$ cat config.mk
export PLATFORM = sky130hd
export DESIGN_NAME = ptie_fifo
export DESIGN_NICKNAME = d
export VERILOG_FILES = /design/src/rtl/particle_table_integrate_expire_macros.svh /design/src/rtl/ptie_fifo.sv
export SDC_FILE = /design/constraint.sdc
export NUM_CORES = 1
export LEC_CHECK = 0
export ABC_AREA = 0
export BUFFER_PORTS_ARGS = -buffer_cell sky130_fd_sc_hd__buf_2
export CORE_ASPECT_RATIO = 0.9
export CORE_MARGIN = 10
export CORE_UTILIZATION = 36
export DETAILED_ROUTE_END_ITERATION = 8
export SLEW_MARGIN = 10
export SYNTH_ARGS = -nofsm -noshare
export SYNTH_HDL_FRONTEND = slang
export SYNTH_SLANG_ARGS = --single-unit
$ cat constraint.sdc
create_clock -name clk -period 1.55 [get_ports clk]
set_input_delay 0.155 -clock clk [delete_from_list [all_inputs] [get_ports clk]]
set_output_delay 0.155 -clock clk [all_outputs]
set_load 0.01 [all_outputs]
$ cat src/rtl/particle_table_integrate_expire_macros.svh
// assertion macros for the particle table block
// depends on clk and rst_n being visible where a macro is used
`ifndef PARTICLE_TABLE_INTEGRATE_EXPIRE_MACROS_SVH
`define PARTICLE_TABLE_INTEGRATE_EXPIRE_MACROS_SVH
`ifndef SYNTHESIS
`define PTIE_ASSERT(label, cond) \
    label: assert property (@(posedge clk) disable iff (!rst_n) (cond)) \
        else $error("assertion failed");
`define PTIE_ASSERT_NEXT(label, pre, post) \
    label: assert property (@(posedge clk) disable iff (!rst_n) (pre) |=> (post)) \
        else $error("assertion failed");
`else
`define PTIE_ASSERT(label, cond)
`define PTIE_ASSERT_NEXT(label, pre, post)
`endif
`endif

$ cat src/rtl/ptie_fifo.sv
// small register queue used between front and back and on the result side
// depends on nothing
module ptie_fifo #(
    parameter int WIDTH = 8,
    parameter int DEPTH = 2
) (
    input  logic             clk,
    input  logic             rst_n,
    input  logic             push,
    input  logic [WIDTH-1:0] wdata,
    output logic             full,
    input  logic             pop,
    output logic [WIDTH-1:0] rdata,
    output logic             empty
);
    localparam int PTR_W = (DEPTH > 1) ? $clog2(DEPTH) : 1;
    localparam int CNT_W = $clog2(DEPTH + 1);

    logic [WIDTH-1:0] slot_reg [DEPTH];
    logic [PTR_W-1:0] wptr_reg, wptr_next;
    logic [PTR_W-1:0] rptr_reg, rptr_next;
    logic [CNT_W-1:0] cnt_reg, cnt_next;
    logic do_push, do_pop;

    assign full    = (cnt_reg == CNT_W'(DEPTH));
    assign empty   = (cnt_reg == '0);
    assign do_push = push && !full;
    assign do_pop  = pop && !empty;
    assign rdata   = slot_reg[rptr_reg];

    always_comb
    begin
        wptr_next = wptr_reg;
        rptr_next = rptr_reg;
        cnt_next  = cnt_reg;
        if (do_push)
        begin
            wptr_next = (wptr_reg == PTR_W'(DEPTH - 1)) ? '0 : wptr_reg + 1'b1;
        end
        if (do_pop)
        begin
            rptr_next = (rptr_reg == PTR_W'(DEPTH - 1)) ? '0 : rptr_reg + 1'b1;
        end
        if (do_push && !do_pop)
            cnt_next = cnt_reg + 1'b1;
        else if (do_pop && !do_push)
            cnt_next = cnt_reg - 1'b1;
    end

    always_ff @(posedge clk or negedge rst_n)
    begin
        if (!rst_n)
        begin
            wptr_reg <= '0;
            rptr_reg <= '0;
            cnt_reg  <= '0;
        end
        else
        begin
            wptr_reg <= wptr_next;
            rptr_reg <= rptr_next;
            cnt_reg  <= cnt_next;
        end
    end

    always_ff @(posedge clk)
    begin
        if (do_push)
            slot_reg[wptr_reg] <= wdata;
    end
endmodule

==> impl_metrics.csv <==
group,metric,value,unit
synthesis,avgSynthCellArea,17.8,um^2
cells_and_area,layout_commonest_cell,"buf_2",
sta,hold_ws,0.0450,ns
die,die-area,4440,um^2
worst_setup_path,cp-endpoint,"rdata[2]",
grt,grt_start_max_net_pins,13,
sta,max_freq,0.689,GHz
synthesis,yosysSeqAreaShare,0.742,
sta,hold_violations,0,
worst_setup_path,startpoint,"rptr_reg",
cts,root_buffer,"clkbuf_4",
synthesis,synth_top_area_cell,"edfxtp_1",
grt,grt-ovfl-total,0,
power,p_sw,0.557,mW
worst_setup_path,end_kind,"output port",
route,drtIter0Drc,1,
grt,grt_usage,0.0613,
cells_and_area,antenna_cells,0,
cells_and_area,syn2layout_area_growth,29.0,%
power,pwr-share-seq,0.455,
power,p_per_area,1880,nW/um^2
sta,setup_violations,0,
synthesis,synth_area,782,um^2
cts,cts-htree-levels,1,
cells_and_area,fin_nets,87,
synthesis,synth_warnings,0,
synthesis,synth_top_area_frac,0.614,
power,p_sw_frac,0.293,
sta,tightest_slew,0.221,ns
sta,clock_skew,0.00412,ns
worst_setup_path,r2r-end,"cnt_reg[1]",
route,viasPerCell,4.29,
grt,grt_pass1_vias,469,
power,vdd_drop_max,967,uV
route,wl_per_cell,14.1,um
sta,fin_crit_sh,0.936,
worst_setup_path,crit_arrival,1.30,ns
die,core_area,1990,um^2
synthesis,yosys-top-cells-area,"edfxtp_1 61%, dfrtp_1 13%, mux2_1 8.6%",
cts,numCtsBuffers,3,
worst_setup_path,cp_cell_sequence,"mux2_2 -> buf_2",
cells_and_area,layout_common_cells,"21 x buf_2, 16 x edfxtp_1, 6 x mux2_1",
worst_setup_path,crit_path_start_kind,"flop",
power,p_comb_frac,0.328,
cells_and_area,final_layout_size_suffix_gt1_frac,0.479,
cts,cts_buffer_depth,2,
placed_design,post-dp-hpwl,1080,um
synthesis,synth.ff_latch_count,20,
die,fp.dieW,69.1,um
grt,antenna_found_initial,0,
sta,setup_tns,0,ns
die,io_pins,22,
placed_design,io_buffers,21,
min_path,worstHoldPathType,"in2reg",
route,totalWireLength,1380,um
worst_setup_path,max_stage_delay,0.51,ns
route,vias,420,
synthesis,syn_inst,44,
worst_setup_path,path_class,"reg2out",
cts,cts_tree,"yes",
power,clockPowerShare,0.216,
synthesis,synth_nets,57,
cells_and_area,largest_reg_flops,16,
power,leakage,0.425,nW
die,start_util,0.393,
cells_and_area,num-fill-cells,181,
route,drc,0,
die,die_h,64.2,um
worst_setup_path,cpMaxStageDelayCell,"dfrtp_2",
run_status,status,"complete, no violations",
sta,fin_crit,1.45,ns
job,max_cap_violations,0,
cts,cts.clk_slew.worst_paths,0.11,ns
cts,clk_latency,0.29,ns
sta,rsz0062_at_grt,"no",
worst_setup_path,worst-path-max-fanout,9,
sta,relSlewSlack,0.852,
worst_setup_path,cp.required,1.39,ns
grt,grt_pass1_wl,2150,um
worst_setup_path,r2r_cells,6,
placed_design,gp_congestion,0.603,
synthesis,synth_cell_types,15,
worst_setup_path,rrSetupSlack,0.11,ns
cts,clock_sinks,20,
worst_setup_path,r2r-start,"cnt_reg[0]",
power,internal_power,1.34,mW
sta,slew_viol_final,0,
die,rows,15,
route,firstDrtPassIters,3,
route,drtAntennaViolNets,0,
## worst max-delay path: cells and delay by family (launching register included)
kind	cells	cell delay, ns
buffers and inverters	1	0.14
flip-flops	1	0.51
multiplexers	1	0.36
## worst min path at each step
stage	startpoint	end	slack (ns)	cells past startpoint
5_1_grt	wdata[2]	slot_reg[0][2]	0.01	1
6_report	wdata[2]	slot_reg[0][2]	0.05	1
4_1_cts	wdata[5]	slot_reg[0][5]	0.03	1
2_1_floorplan	rst_n	cnt_reg[0]	-0.14	0
3_3_place_gp	rst_n	wptr_reg	-0.03	1
3_5_place_dp	rst_n	cnt_reg[0]	-0.03	1
## per-layer routing
| layer | part of all wire | global-route usage | vias to the layer above |
|---|---|---|---|
| li1 | - | - | 216 |
| met1 | 0.43 | 0.0616 | 191 |
| met2 | 0.48 | 0.102 | 13 |
| met3 | 0.092 | 0.0386 | 0 |
| met4 | 0 | 0.0226 | 0 |
| met5 | 0 | 0 | - |
## metrics by stage
step | worst slack [ns] | power (mW) | util | cells | area (um^2)
after floorplan | 0.158 | 1.24 | - | 44 | 782
after global placement | 0.115 | 1.47 | 0.470 | 92 | 936
after detailed placement | 0.0465 | 1.49 | 0.470 | 92 | 936
after CTS | 0.0460 | 1.91 | 0.503 | 97 | 1000
after global routing | 0.0178 | 2.02 | 0.507 | 98 | 1010
final | 0.0986 | 1.90 | 0.507 | 98 | 1010
## synth_stat cells
cell,count
mux2_2,2
inv_1,2
nand2b_1,1
dfrtp_1,4
mux2_1,6
xor2_1,2
o21ai_1,1
and3_1,1
edfxtp_1,16
nand2_2,1
xnor2_2,1
xnor2_1,2
nor2_1,3
ha_1,1
buf_2,1
## kinds of logic after synthesis
kind of cell,count (synthesis),share of synthesized area
and+or+nand+nor,6,0.0384
muxes,8,0.115
buffers and inverters,3,0.0160
AOI/OAI and AO/OA,1,0.00639
DFF,20,0.742
adders and majority gates,1,0.0160
xor gates and xnor gates,5,0.0656
## power groups by stage
stage	registers [mW]	clock network, mW	logic, mW
floorplan	0.818	0	0.424
global placement	0.873	0	0.595
detailed placement	0.885	0	0.607
CTS	0.877	0.420	0.610
global route	0.886	0.450	0.682
finish	0.866	0.411	0.624
## cell type report
type / count / area [um^2] / share of cell area
multi-input cells: 21 / 189 / 0.187
inverters: 2 / 7.51 / 0.00744
clock inverters: 1 / 30.0 / 0.0298
clock buffers: 3 / 22.5 / 0.0223
flip-flops and latches: 20 / 583 / 0.578
repair buffers: 26 / 145 / 0.144
well taps: 25 / 31.3 / 0.0310
## timing repair
action                                  in CTS  in global routing
hold buffers                                 1                  0
endpoints found under the setup margin       8                  1
buffers inserted                             0                  1
gates resized for setup                      1                  1
endpoints found under the hold margin        4                  0
Power figures use the tool's default switching activity.
