<file path="config.mk">
export PLATFORM = sky130hd
export DESIGN_NAME = ptie_front
export DESIGN_NICKNAME = d
export VERILOG_FILES = /design/src/rtl/particle_table_integrate_expire_macros.svh /design/src/rtl/ptie_pkg.sv /design/src/rtl/ptie_front.sv
export SDC_FILE = /design/constraint.sdc
export NUM_CORES = 1
export LEC_CHECK = 0
export BUFFER_PORTS_ARGS = -buffer_cell sky130_fd_sc_hd__buf_2
export CORE_AREA = 2 2 189 191
export CTS_BUF_LIST = sky130_fd_sc_hd__clkbuf_2
export CTS_CLUSTER_SIZE = 12
export DETAILED_ROUTE_END_ITERATION = 10
export DIE_AREA = 0 0 191 193
export GPL_ROUTABILITY_DRIVEN = 1
export PLACE_DENSITY_LB_ADDON = 0.12
export SLEW_MARGIN = 40
export SYNTH_ARGS = -nofsm -noshare
export SYNTH_HDL_FRONTEND = slang
export SYNTH_SLANG_ARGS = --single-unit
</file>
<file path="constraint.sdc">
create_clock -name clk -period 1.05 [get_ports clk]
set_input_delay 0.105 -clock clk [delete_from_list [all_inputs] [get_ports clk]]
set_output_delay 0.105 -clock clk [all_outputs]
set_load 0.05 [all_outputs]
</file>
<file path="src/rtl/particle_table_integrate_expire_macros.svh">
// assertion macros for the particle table block
// depends on clk and rst_n being visible where a macro is used
`ifndef PARTICLE_TABLE_INTEGRATE_EXPIRE_MACROS_SVH
`define PARTICLE_TABLE_INTEGRATE_EXPIRE_MACROS_SVH
`ifndef SYNTHESIS
`define PTIE_ASSERT(label, cond) \
    label: assert property (@(posedge clk) disable iff (!rst_n) (cond)) \
        else $error("assertion failed");
`define PTIE_ASSERT_NEXT(label, pre, post) \
    label: assert property (@(posedge clk) disable iff (!rst_n) (pre) |=> (post)) \
        else $error("assertion failed");
`else
`define PTIE_ASSERT(label, cond)
`define PTIE_ASSERT_NEXT(label, pre, post)
`endif
`endif

</file>
<file path="src/rtl/ptie_pkg.sv">
// shared types, codes and arithmetic helpers for the particle table block
// no dependencies
package ptie_pkg;

    localparam int CAPACITY_DEF = 256;
    localparam int CFG_IDX_W    = 3;
    localparam int CFG_DATA_W   = 32;
    localparam int QUEUE_DEPTH  = 2;

    localparam logic [CFG_IDX_W-1:0] CFG_START_SIZE  = 3'd0;
    localparam logic [CFG_IDX_W-1:0] CFG_END_SIZE    = 3'd1;
    localparam logic [CFG_IDX_W-1:0] CFG_START_COLOR = 3'd2;
    localparam logic [CFG_IDX_W-1:0] CFG_END_COLOR   = 3'd3;
    localparam logic [CFG_IDX_W-1:0] CFG_TEXTURE     = 3'd4;

    typedef enum logic [1:0] {
        REQ_INSERT = 2'd0,
        REQ_TICK   = 2'd1,
        REQ_READ   = 2'd2,
        REQ_CLEAR  = 2'd3
    } req_t;

    typedef enum logic [3:0] {
        ST_IDLE,
        ST_EXEC,
        ST_T_RD,
        ST_T_MX,
        ST_T_AX,
        ST_T_AY,
        ST_T_AR,
        ST_C_RD,
        ST_C_CHK,
        ST_C_MV,
        ST_DONE
    } back_state_t;

    typedef struct packed {
        logic [1:0]         req_type;
        logic signed [23:0] in_pos_x;
        logic signed [23:0] in_pos_y;
        logic signed [15:0] in_vel_x;
        logic signed [15:0] in_vel_y;
        logic [15:0]        in_lifetime;
        logic signed [23:0] in_rotation;
        logic signed [15:0] in_spin;
        logic [15:0]        time_step;
        logic [7:0]         read_index;
    } in_t;

    typedef struct packed {
        logic               ok;
        logic [8:0]         live_count;
        logic signed [23:0] out_pos_x;
        logic signed [23:0] out_pos_y;
        logic [15:0]        out_age;
        logic [15:0]        out_lifetime;
        logic signed [23:0] out_rotation;
        logic [15:0]        out_start_size;
        logic [15:0]        out_end_size;
        logic [31:0]        out_start_color;
        logic [31:0]        out_end_color;
        logic [7:0]         out_texture;
    } res_t;

    typedef struct packed {
        logic signed [23:0] x;
        logic signed [23:0] y;
        logic signed [15:0] vx;
        logic signed [15:0] vy;
        logic [15:0]        age;
        logic [15:0]        life;
        logic signed [23:0] rot;
        logic signed [15:0] spin;
        logic [15:0]        start_size;
        logic [15:0]        end_size;
        logic [31:0]        start_color;
        logic [31:0]        end_color;
        logic [7:0]         tex;
    } entry_t;

    typedef struct packed {
        req_t        kind;
        entry_t      entry;
        logic [15:0] dt;
        logic [7:0]  rindex;
    } cmd_t;

    // p + round(prod / 2^16), saturated to 24 bits
    function automatic logic signed [23:0] advance(input logic signed [23:0] p,
                                                   input logic signed [32:0] prod);
        logic signed [33:0] biased;
        logic signed [17:0] delta;
        logic signed [25:0] s;
        biased = $signed({prod[32], prod}) + 34'sd32768;
        delta  = biased[33:16];
        s      = $signed({{2{p[23]}}, p}) + $signed({{8{delta[17]}}, delta});
        if (s > 26'sd8388607)
            return 24'sh7FFFFF;
        else if (s < -26'sd8388608)
            return 24'sh800000;
        else
            return s[23:0];
    endfunction

    function automatic logic [15:0] age_step(input logic [15:0] age, input logic [15:0] dt);
        logic [16:0] dage;
        logic [16:0] a;
        dage = (17'(dt) + 17'd128) >> 8;
        a    = 17'(age) + dage;
        return a[16] ? 16'hFFFF : a[15:0];
    endfunction

endpackage

</file>
<file path="src/rtl/ptie_front.sv">
// front part: spawn registers and request classification into commands
// depends on ptie_pkg
module ptie_front (
    input  logic                                clk,
    input  logic                                rst_n,
    input  logic                                cfg_we,
    input  logic [ptie_pkg::CFG_IDX_W-1:0]      cfg_index,
    input  logic [ptie_pkg::CFG_DATA_W-1:0]     cfg_data,
    input  ptie_pkg::in_t                       request,
    output ptie_pkg::cmd_t                      cmd
);
    logic [15:0] start_size_reg;
    logic [15:0] end_size_reg;
    logic [31:0] start_color_reg;
    logic [31:0] end_color_reg;
    logic [7:0]  texture_reg;

    always_ff @(posedge clk or negedge rst_n)
    begin
        if (!rst_n)
        begin
            start_size_reg  <= 16'd256;
            end_size_reg    <= 16'd0;
            start_color_reg <= 32'hFFFFFFFF;
            end_color_reg   <= 32'd0;
            texture_reg     <= 8'd0;
        end
        else if (cfg_we)
        begin
            case (cfg_index)
                ptie_pkg::CFG_START_SIZE:  start_size_reg  <= cfg_data[15:0];
                ptie_pkg::CFG_END_SIZE:    end_size_reg    <= cfg_data[15:0];
                ptie_pkg::CFG_START_COLOR: start_color_reg <= cfg_data;
                ptie_pkg::CFG_END_COLOR:   end_color_reg   <= cfg_data;
                ptie_pkg::CFG_TEXTURE:     texture_reg     <= cfg_data[7:0];
                default: ;
            endcase
        end
    end

    always_comb
    begin
        cmd.kind              = ptie_pkg::req_t'(request.req_type);
        cmd.entry.x           = request.in_pos_x;
        cmd.entry.y           = request.in_pos_y;
        cmd.entry.vx          = request.in_vel_x;
        cmd.entry.vy          = request.in_vel_y;
        cmd.entry.age         = 16'd0;
        cmd.entry.life        = request.in_lifetime;
        cmd.entry.rot         = request.in_rotation;
        cmd.entry.spin        = request.in_spin;
        cmd.entry.start_size  = start_size_reg;
        cmd.entry.end_size    = end_size_reg;
        cmd.entry.start_color = start_color_reg;
        cmd.entry.end_color   = end_color_reg;
        cmd.entry.tex         = texture_reg;
        cmd.dt                = request.time_step;
        cmd.rindex            = request.read_index;
    end
endmodule

</file>
==> impl_metrics.yaml, run 1 <==
floorplanning:
  coreArea_mm2: 0.0350
  rows: 69
  fp.dieH_um: 193
  pin_count: 482
  initial_utilization: 0.152
  die_w_um: 191
  die_area_mm2: 0.0369
setup_path:
  cp_slowest_stage_delay_ns: 0.63
  critical_path.max_fanout: 2
  cp_cell_sequence: "buf_8"
  crit_type: "register to output port"
  crit_buf_inv: 1
  cpMaxStageDelayCell: "dfstp_2"
  required_ns: 0.94
  end_kind: "output port"
  arrival_ns: 1.45
  start_kind: "register"
  crit_family: "flip-flops"
power:
  clkPwrFrac: 0.143
  p_per_area_mw_per_mm2: 2180
  switchingPower_w: 0.00645
  seqPwrFrac: 0.374
  p_sw_frac: 0.415
  power_leakage_nw: 3.12
  comb_power_share: 0.483
  p_int_w: 0.00908
  vdd_ir_drop_max_v: 0.000855
synthesis:
  ys_types: 13
  avgSynthCellArea_um2: 13.2
  yosysSeqAreaShare: 0.498
  ys_ff_latch: 104
  syn_inst: 403
  yosys_warnings: 0
  synth_top_cell_area_share: 0.334
  synth_area_mm2: 0.00531
  synth_top_cells_by_area: "dfrtp_1, buf_4, mux2_2, dfstp_2, buf_6"
  synth_top_area_cell: "dfrtp_1"
cts:
  clk_transition_reported_paths_ns: 0.29
  cts_made_buffers: 9
  clock_path_buffers: 2
  root_buffer: "clkbuf_2"
  cts_sinks: 104
  htree_levels: 3
  clk_latency_ns: 0.66
  cts_tree: "done"
layout:
  drive_above_1_share: 0.728
  area.sequential_mm2: 0.00264
  layout_commonest_cell: "buf_6"
  multi_input_area_mm2: 0.00147
  most-common-layout-cells: "buf_6, dfrtp_1, mux2_2, mux2_4, buf_2"
  final_nets: 659
  fill_cells: 3762
  synthToLayoutAreaGrowth_pct: 33.7
  final_area_mm2: 0.00711
  final_cells: 926
global_routing:
  grt_pass1_vias: 3099
  antenna_found_initial: 1
  grt_max_degree: 35
  grt_first_pass_wirelength_um: 19800
  track_usage: 0.0745
  grt_overflow_total: 0
timing:
  period_share: 1.48
  period_minus_slack_ns: 1.56
  rsz0062_at_grt: "yes"
  worst_pin_slew_ns: 0.519
  maxSlewHeadroom: 0.653
  fin_worst_skew_ns: 0
  layout_setup_ws_ns: -0.506
  hold_violations: 0
  finalSetupViolCount: 164
  setup-tns-final_ns: -40.95
  drv_slew: 0
  fmax_mhz: 643
place:
  place_hpwl_um: 9900
  dpl_cell_area_mm2: 0.00558
  io_buffers: 141
  routabilityCongestion: 0.650
  place_inst: 844
route:
  vias: 2985
  routed_wl_um: 14300
  viasPerCell: 3.22
  drc: 0
  drtIter0Drc: 36
  detail-route-antenna-nets: 0
  wire_per_inst_um: 15.4
  first_pass_iters: 2
worst_hold_path:
  hold_path.class: "input pin to register"
outcome:
  outcome: "complete, but fails checks"
  violations: "negative setup slack"
run:
  cap_violations: 0
## per-layer routing
metal  track usage  vias up  share of wire
met1        0.0857     1459           0.42
li1              -     1249              -
met3        0.0366       87           0.10
met4        0.0596        0          0.054
met5             0        -              0
met2         0.104      190           0.43
## synth_stat cells
cell type	instances
buf_4	178
clkbuf_2	1
nor4b_4	1
buf_6	6
dfrtp_1	71
mux2_2	102
dfstp_2	33
nor4bb_1	2
and4bb_2	1
conb_1	1
buf_2	4
nand4b_1	1
mux2_1	2
## through the flow
step                      total power, W  utilization  setup WS (ns)  hold slack [ns]
after floorplan                   0.0117            -         -0.140           -0.191
final                             0.0155        0.203         -0.506           0.0790
after global placement            0.0114        0.160         -0.349           0.0115
after detailed placement          0.0115        0.160         -0.352           0.0143
after global routing              0.0163        0.203         -0.694          -0.0668
after CTS                         0.0157        0.200         -0.693          -0.0967
## path summary, 6_finish.rpt
path,from,end,slack (ns),cells after the start
max,start_color_reg[13]$_DFFE_PN1P_,cmd[77],-0.51,1
min,cfg_index[0],start_size_reg[7]$_DFFE_PN0P_,0.08,4
max reg2reg,end_color_reg[12]$_DFFE_PN0P_,end_color_reg[12]$_DFFE_PN0P_,0.03,3
min reg2reg,end_color_reg[28]$_DFFE_PN0P_,end_color_reg[28]$_DFFE_PN0P_,0.57,1
max in group asynchronous,rst_n,start_size_reg[5]$_DFFE_PN0P_,-0.05,4
min in group asynchronous,rst_n,start_color_reg[13]$_DFFE_PN1P_,0.14,3
## worst register-to-register path: cells and delay by family (launching register included)
family | cells | cell delay, ns
DFF | 1 | 0.46
muxes | 1 | 0.25
buffers and inverters | 2 | 0.25
## layout make-up
type	instances	area share
Clock buffer	10	0.00704
Timing Repair Buffer	219	0.321
Sequential cell	104	0.372
Antenna cell	1	0.000352
Multi-Input combinational cell	125	0.207
Clock inverter	6	0.0118
Tap cell	461	0.0812
## logic make-up (layout without fill, tap and decap cells)
logic type | count (synthesis) | in the layout | share of synthesized area
multiplexers | 104 | 104 | 0.220
flip-flops | 104 | 104 | 0.498
buffers and inverters | 189 | 235 | 0.269
other | 1 | 17 | 0.000706
AND/OR/NAND/NOR | 5 | 5 | 0.0122
## timing repair
action                                  in CTS  in global routing
cloned                                       0                  2
endpoints found under the hold margin      208                 30
setup buffers                               18                  7
hold buffers                                37                  1
endpoints found under the setup margin     104                136
resized for setup                          239                  7
pin swaps                                    0                  1
## power by group through the flow
stage               logic [W]  clock network [W]  registers [W]
floorplan             0.00288                  0        0.00880
global placement      0.00582                  0        0.00562
detailed placement    0.00584                  0        0.00562
CTS                   0.00747            0.00245        0.00582
global route          0.00779            0.00259        0.00594
finish                0.00750            0.00222        0.00581
No activity file was read; power rests on OpenSTA's default activity.
==> run 2: changes to the inputs <==
Settings changed: CELL_PAD_IN_SITES_DETAIL_PLACEMENT from default to 1, CELL_PAD_IN_SITES_GLOBAL_PLACEMENT from default to 1, CORE_AREA 2 2 189 191 to 2 2 185 187, CTS_CLUSTER_SIZE 12 to default, DIE_AREA 0 0 191 193 to 0 0 187 189.
==> run 2 against run 1 <==
The run still ends with negative setup slack left. Sequential power is essentially flat. Non-clock buffer count grew 5. Via count is the same. Clock skew is the same. Cell count shrank 0.97%. Final area shrank 0.35%. Critical endpoint is now cmd[93]. Largest cell class unchanged. Highest routed layer unchanged.
==> impl_metrics.yaml, run 2 (same netlist as run 1, synthesis figures left out) <==
outcome:
  outcome: "complete, but fails checks"
  violations: "negative setup slack"
timing:
  drv_slew: 0
  rsz0062_at_grt: "yes"
  finalSetupViolCount: 115
  period_share: 1.46
  whs_ns: 0.0637
  fmax_mhz: 653
  period_minus_slack_ns: 1.53
  hold_violations: 0
  fin_worst_skew_ns: 0
  layout_setup_ws_ns: -0.480
route:
  drc: 0
  drtIter0Drc: 21
  detail-route-antenna-nets: 0
  first_pass_iters: 2
  routed_wl_um: 14600
  vias: 2985
  viasPerCell: 3.26
  wire_per_inst_um: 16.0
cts:
  cts_sinks: 104
  cts_tree: "done"
  cts_made_buffers: 9
  clock_path_buffers: 2
  root_buffer: "clkbuf_2"
  clk_latency_ns: 0.63
  clk_transition_reported_paths_ns: 0.32
  htree_levels: 3
setup_path:
  required_ns: 0.94
  start_kind: "register"
  arrival_ns: 1.43
  crit_buf_inv: 1
  critical_path.max_fanout: 2
  cpMaxStageDelayCell: "dfstp_2"
  crit_family: "flip-flops"
  end_kind: "output port"
  reg2reg_depth: 3
  crit_type: "register to output port"
  cp_cell_sequence: "buf_8"
  cp_slowest_stage_delay_ns: 0.64
  path_depth: 1
layout:
  most-common-layout-cells: "buf_6, dfrtp_1, mux2_2, mux2_4"
  final_util: 0.213
  insertedDiodeCount: 0
  drive_above_1_share: 0.733
  multi_input_area_mm2: 0.00147
  area.sequential_mm2: 0.00264
  synthToLayoutAreaGrowth_pct: 33.3
  final_area_mm2: 0.00708
  layout_commonest_cell: "buf_6"
  final_nets: 664
  fill_cells: 3704
  final_cells: 917
global_routing:
  grt_max_degree: 33
  grt_pass1_vias: 3460
  antenna_found_initial: 0
  grt_overflow_total: 0
  track_usage: 0.0837
  grt_first_pass_wirelength_um: 22200
floorplanning:
  initial_utilization: 0.160
  rows: 67
  die_area_mm2: 0.0353
  fp.dieH_um: 189
  coreArea_mm2: 0.0333
  pin_count: 482
  die_w_um: 187
place:
  place_hpwl_um: 10300
  dpl_cell_area_mm2: 0.00565
  place_inst: 837
  routabilityCongestion: 0.673
  io_buffers: 141
worst_hold_path:
  whs_path_depth: 4
  hold_path.class: "input pin to register"
power:
  power_leakage_nw: 3.13
  vdd_ir_drop_max_v: 0.000668
  power_w: 0.0153
  p_per_area_mw_per_mm2: 2150
run:
  cap_violations: 0
==> run 2: cell count changes in the layout (fill, tap and decap cells not counted), moves of 2 or more <==
cell	delta
buf_4	+6
buf_12	+4
clkinv_4	+3
bufinv_16	-2
clkbuf_2	+2
clkinvlp_4	-2
==> run 2: path summary, 6_finish.rpt <==
path                                                  from  slack, ns                             end
setup / recovery           start_color_reg[29]$_DFFE_PN1P_      -0.48                         cmd[93]
hold / removal                                cfg_index[1]       0.06   start_size_reg[9]$_DFFE_PN0P_
setup reg to reg              end_size_reg[10]$_DFFE_PN0P_       0.02    end_size_reg[10]$_DFFE_PN0P_
hold reg to reg              end_color_reg[18]$_DFFE_PN0P_       0.57   end_color_reg[18]$_DFFE_PN0P_
max in group asynchronous                            rst_n      -0.02   start_size_reg[7]$_DFFE_PN0P_
min in group asynchronous                            rst_n       0.17  start_color_reg[8]$_DFFE_PN1P_
==> run 2: area by class of cell <==
type / instances / share of cell area
clock inverters: 4 / 0.00442
repair buffers: 224 / 0.327
well taps: 448 / 0.0792
flip-flops and latches: 104 / 0.373
clock buffers: 12 / 0.00848
multi-input cells: 125 / 0.207
==> run 2: worst register-to-register path, stage by stage, from the launching register on <==
cell,delay [ns]
dfrtp_1,0.46
buf_4,0.13
buf_4,0.12
mux2_4,0.25
==> run 2: power breakdown <==
part	total, W	switching (W)	internal, W
combinational	0.00754	0.00433	0.00321
sequential	0.00583	0.000729	0.00510
clock	0.00188	0.00153	0.000355
total	0.0153	0.00659	0.00867
==> run 2: routing by layer <==
layer | share of wire | track usage | vias up
met5 | 0 | 0 | -
met4 | 0.037 | 0.0437 | 0
met3 | 0.084 | 0.0378 | 56
met2 | 0.48 | 0.136 | 180
met1 | 0.40 | 0.0926 | 1498
li1 | - | - | 1251
==> run 2: timing repair <==
item,4_1_cts,5_1_grt
resized for setup,240,0
setup buffers,18,8
hold buffers,37,3
endpoints found under the setup margin,104,107
endpoints found under the hold margin,208,27
==> run 2: metrics by stage <==
step	TNS, ns	worst slack [ns]
5_1_grt	-54.46	-0.659
6_report	-37.13	-0.480
3_3_place_gp	-24.70	-0.311
2_1_floorplan	-3.02	-0.140
3_5_place_dp	-25.77	-0.351
4_1_cts	-59.66	-0.636
